## src/design/pffe_pkg.sv

```systemverilog
`timescale 1ns / 1ps

package pffe_pkg;

   // Default display geometry
   localparam int DisplayColumnsDefault = 128;
   localparam int DisplayPagesDefault   = 8;

   // Payload field widths
   localparam int OpWidth     = 3;
   localparam int PageWidth   = 3;
   localparam int ColumnWidth = 7;
   localparam int OffsetWidth = 3;
   localparam int SpanWWidth  = 8;
   localparam int SpanHWidth  = 4;
   localparam int ByteWidth   = 8;

   // Command codes
   localparam logic [OpWidth-1:0] OP_SET_BAND   = 3'd0;
   localparam logic [OpWidth-1:0] OP_CLEAR_BAND = 3'd1;
   localparam logic [OpWidth-1:0] OP_CLEAR_ALL  = 3'd2;
   localparam logic [OpWidth-1:0] OP_WRITE_BYTE = 3'd3;
   localparam logic [OpWidth-1:0] OP_READ_BYTE  = 3'd4;

   // Controller to datapath commands
   typedef struct packed {
      logic load;         // capture the accepted item
      logic clear_start;  // restart the sweep address at zero
      logic clear_step;   // write zero at the sweep address, advance
      logic fill_step;    // read one band column, advance
      logic write_byte;   // store the captured byte
      logic read_issue;   // read the addressed column byte
      logic rsp_load;     // move the read byte into the output register
   } pffe_cmd_type;

   // Datapath to controller status
   typedef struct packed {
      logic addr_last;    // sweep address is at the last store byte
      logic cnt_zero;     // no band columns left
      logic cnt_one;      // one band column left
      logic rsp_free;     // output register can take a byte this cycle
   } pffe_status_type;

   // Mask of bits offset .. offset+height-1, bits above 7 dropped
   function automatic logic [ByteWidth-1:0] band_mask(
      input logic [OffsetWidth-1:0] offset,
      input logic [SpanHWidth-1:0]  height
   );
      logic [ByteWidth-1:0] m;
      logic [4:0]           top;
      m   = '0;
      top = 5'(offset) + 5'(height);
      for (int b = 0; b < ByteWidth; b++) begin
         m[b] = (5'(b) >= 5'(offset)) && (5'(b) < top);
      end
      return m;
   endfunction

endpackage

```

## src/design/pffe_ctrl.sv

```systemverilog
`timescale 1ns / 1ps

module pffe_ctrl (
   input  logic                         clock,
   input  logic                         reset,
   input  logic                         req_valid,
   input  logic [pffe_pkg::OpWidth-1:0] req_op,
   output logic                         req_ready,
   input  pffe_pkg::pffe_status_type    status,
   output pffe_pkg::pffe_cmd_type       cmd
);

   localparam logic [2:0] ST_CLEAR = 3'd0;
   localparam logic [2:0] ST_IDLE  = 3'd1;
   localparam logic [2:0] ST_FILL  = 3'd2;
   localparam logic [2:0] ST_FLUSH = 3'd3;
   localparam logic [2:0] ST_WRITE = 3'd4;
   localparam logic [2:0] ST_READ  = 3'd5;
   localparam logic [2:0] ST_RESP  = 3'd6;

   logic [2:0] state_ff;
   logic [2:0] state_in;

   always_comb begin
      state_in  = state_ff;
      cmd       = '0;
      req_ready = 1'b0;
      case (state_ff)
         ST_CLEAR: begin
            cmd.clear_step = 1'b1;
            if (status.addr_last) begin
               state_in = ST_IDLE;
            end
         end
         ST_IDLE: begin
            req_ready = 1'b1;
            if (req_valid) begin
               cmd.load = 1'b1;
               case (req_op)
                  pffe_pkg::OP_SET_BAND, pffe_pkg::OP_CLEAR_BAND: state_in = ST_FILL;
                  pffe_pkg::OP_CLEAR_ALL: begin
                     cmd.clear_start = 1'b1;
                     state_in        = ST_CLEAR;
                  end
                  pffe_pkg::OP_WRITE_BYTE: state_in = ST_WRITE;
                  pffe_pkg::OP_READ_BYTE:  state_in = ST_READ;
                  default:                 state_in = ST_IDLE;
               endcase
            end
         end
         ST_FILL: begin
            if (status.cnt_zero) begin
               state_in = ST_IDLE;
            end else begin
               cmd.fill_step = 1'b1;
               if (status.cnt_one) begin
                  state_in = ST_FLUSH;
               end
            end
         end
         ST_FLUSH: state_in = ST_IDLE;
         ST_WRITE: begin
            cmd.write_byte = 1'b1;
            state_in       = ST_IDLE;
         end
         ST_READ: begin
            cmd.read_issue = 1'b1;
            state_in       = ST_RESP;
         end
         ST_RESP: begin
            if (status.rsp_free) begin
               cmd.rsp_load = 1'b1;
               state_in     = ST_IDLE;
            end
         end
         default: state_in = ST_IDLE;
      endcase
   end

   always_ff @(posedge clock) begin
      if (reset) begin
         state_ff <= ST_CLEAR;
      end else begin
         state_ff <= state_in;
      end
   end

endmodule

```

## config.mk

```make
export PLATFORM = sky130hd
export DESIGN_NAME = pffe_ctrl
export DESIGN_NICKNAME = d
export VERILOG_FILES = /design/src/design/pffe_pkg.sv /design/src/design/pffe_ctrl.sv
export SDC_FILE = /design/constraint.sdc
export NUM_CORES = 1
export LEC_CHECK = 0
export ABC_AREA = 1
export BUFFER_PORTS_ARGS = -buffer_cell sky130_fd_sc_hd__clkbuf_2
export CAP_MARGIN = 10
export CELL_PAD_IN_SITES_DETAIL_PLACEMENT = 0
export CELL_PAD_IN_SITES_GLOBAL_PLACEMENT = 2
export CORE_UTILIZATION = 16
export CTS_CLUSTER_SIZE = 14
export DETAILED_ROUTE_END_ITERATION = 6
export PLACE_DENSITY_LB_ADDON = 0.1
export SYNTH_ARGS = -nofsm -noshare
export SYNTH_HDL_FRONTEND = slang
export SYNTH_SLANG_ARGS = --single-unit
```

## constraint.sdc

```tcl
create_clock -name clock -period 1.13 [get_ports clock]
set_input_delay 0 -clock clock [delete_from_list [all_inputs] [get_ports clock]]
set_output_delay 0 -clock clock [all_outputs]
set_load 0.02 [all_outputs]
```

==> impl_metrics.tcl <==
set metrics [dict create \
    cp.required_ps 1130 \
    syn_avg_cell_area_sq_um 5.480 \
    wl_um 932 \
    status "finished with violations" \
    fin_util 0.3820 \
    row_count 14 \
    drt_iter0_markers 6 \
    critical_path.max_fanout 5 \
    slew_viol_final 0 \
    avgRoutedWirePerCell_um 9.510 \
    timing.rr.end "state_ff[1]" \
    die-area_sq_um 1882 \
    fmax_mhz 851.5 \
    clock_power_share 0.218 \
    grt_pass1_wl_um 1552 \
    ctsLongestPathBuffers 2 \
    cp.arrival_ps 1170 \
    core_area_sq_um 1559 \
    rrSetupSlack_ps 10 \
    yosys_warnings 0 \
    finalSetupViolCount 5 \
    io_pins 18 \
    grt_antenna_before_repair 0 \
    largest_register_ffs 3 \
    grt_pass1_vias 400 \
    intPower_mw 0.5133 \
    nets 93 \
    synth.distinct_cells 14 \
    top_regs "state_ff: 3 flops" \
    drv_cap 0 \
    holdPathStages 5 \
    hp-start "req_op[2]" \
    cts_sinks 3 \
    cts_buffers 3 \
    powerDensity_nw_per_um2 1499 \
    timing.final.ws_setup_ps -44.46 \
    die_x_um 43.39 \
    reg2reg_from "state_ff[2]" \
    final-hold-violation-count 0 \
    gp_congestion 0.7134 \
    viasPerCell 4.173 \
    synth_top_area_share 0.2192 \
    switching_power_mw 0.3795 \
    grt_usage 0.1141 \
    period_share 1.039 \
    seq_area_frac_synth 0.2192 \
    combPwrFrac 0.584 \
    root_buffer "clkbuf_4" \
    max_flop_register "state_ff" \
    grt_setup_unrepaired "true" \
    grt_max_degree 7 \
    netSwitchingFraction 0.4251 \
    cts_tree "done" \
    start_util 0.1758 \
    syn-num-nets 60 \
    ys_seq_elements 3 \
    holdPathEnd "state_ff[0]" \
    post-synth-top-area-cell "dfxtp_1" \
    worstSetupEndpointType "output pin" \
    critical_path_class "flip-flop to output pin" \
    die_h_um 43.39 \
    syn_inst 50 \
    max_slew.worst_pin.slew_ps 195.8 \
    drc_errors 2 \
    startpoint_type "flip-flop" \
    synth_area_sq_um 274.0 \
    hp-class "input port to flip-flop" \
    area_growth_syn_to_layout_pct 117.4 \
    clk-insertion-delay-late_ps 240 \
    failed_checks "DRC, setup timing" \
    clk_pin_slew_ps 40 \
    vdd_drop_max_mv 0.4395 \
    p_seq_frac 0.198 \
    htree_num_levels 1 \
    worst-r2r-cell-count 8 \
    vias 409 \
    yosys-top-cells-area "dfxtp_1 (22%), nand2_1 (15%), nor2_1 (9.6%)" \
    finClkSkew_ps 6.851 \
    dr.pass1.iters 5 \
    power_mw 0.8928 \
    maxSlewHeadroom 0.8684 \
    p_leak_nw 0.3031 \
    drive_gt1_frac 0.6098 \
    period_needed_ps 1174 \
    ant_nets 0 \
    place.port_buffers 17 \
    dpl.hpwl_um 721.8 \
    grt_overflow 0 \
    antenna_cells 0 \
]
[cell usage after synthesis, drive strengths merged]
library cell and n:
inv 10, o21ai 1, nor3 2, a21oi 3, dfxtp 3, o21bai 1, nand3b 1, nand3 4
nor2 11, nor4 2, nand2 12
[placed cells by master (no fill, tap or decap), drive strengths merged]
cell,netlist,final
buf,0,16
clkbuf,0,15
nand2,12,12
nor2,11,11
inv,10,10
nand3,4,4
a21oi,3,3
dfxtp,3,3
nor4,2,2
nor3,2,2
nand3b,1,1
o21ai,1,1
o21bai,1,1
dlygate4sd3,0,1
[power groups by stage]
| stage | combinational, mW | sequential (mW) | clock, mW |
|---|---|---|---|
| floorplan | 0.236 | 0.163 | 0 |
| finish | 0.522 | 0.176 | 0.195 |
| global placement | 0.413 | 0.163 | 0 |
| detailed placement | 0.405 | 0.164 | 0 |
| CTS | 0.482 | 0.177 | 0.194 |
| global route | 0.564 | 0.184 | 0.214 |
[critical path: stages (launching register included)]
cell and delay (ps):
dfxtp_4 360, inv_2 50, nor2_4 110, nand2_2 80
buf_4 140, inv_1 50, clkbuf_8 130
[how the worst max path moves through the flow]
stage / slack [ps] / endpoint / from / depth (start not counted)
6_report: -40 / req_ready / state_ff[0] / 6
5_1_grt: -130 / cmd[6] / state_ff[0] / 6
4_1_cts: -70 / cmd[0] / state_ff[0] / 3
3_5_place_dp: 10 / state_ff[1] / state_ff[1] / 7
3_3_place_gp: -50 / state_ff[1] / state_ff[1] / 7
2_1_floorplan: 0.2 / state_ff[2] / state_ff[0] / 5
[metrics by stage]
stage	instances	worst slack (ps)	instance area (sq um)	TNS [ps]	hold slack, ps
2_1_floorplan	50	0.2388	294.0	0	34.37
3_3_place_gp	91	-54.20	459.2	-113.3	205.6
3_5_place_dp	91	11.76	459.2	0	203.0
4_1_cts	98	-65.93	554.3	-193.8	169.7
5_1_grt	98	-125.3	595.6	-718.2	190.6
6_report	98	-44.46	595.6	-148.8	168.6
[area by class of cell]
cell class	instances	area, sq um
multi-input combinational	37	235.2
inverter	10	40.04
sequential	3	68.82
timing repair buffer	28	205.2
tap	16	20.02
clock buffer	4	26.28
fill	182	963.4
[layer usage]
metal | global-route usage | share of wire | up-vias
li1 | - | - | 220
met1 | 0.1352 | 0.47 | 175
met2 | 0.1818 | 0.47 | 12
met3 | 0.02917 | 0.044 | 2
met4 | 0.07500 | 0.013 | 0
met5 | 0 | 0 | -
[timing repair]
action / 4_1_cts / 5_1_grt
endpoints found under the setup margin: 7 / 11
endpoints found under the hold margin: 2 / 0
gates resized for setup: 15 / 17
setup buffers: 2 / 0
pin swaps: 0 / 3
hold buffers: 1 / 0
[cells by family (layout without fill, tap and decap cells)]
logic type,after synthesis,in the layout,synth area share
AO/OA/AOI/OAI,5,5,0.1004
AND/OR/NAND/NOR,32,32,0.5434
flip-flops,3,3,0.2192
buffers and inverters,10,42,0.1370
(Power assumes the default switching activity.)
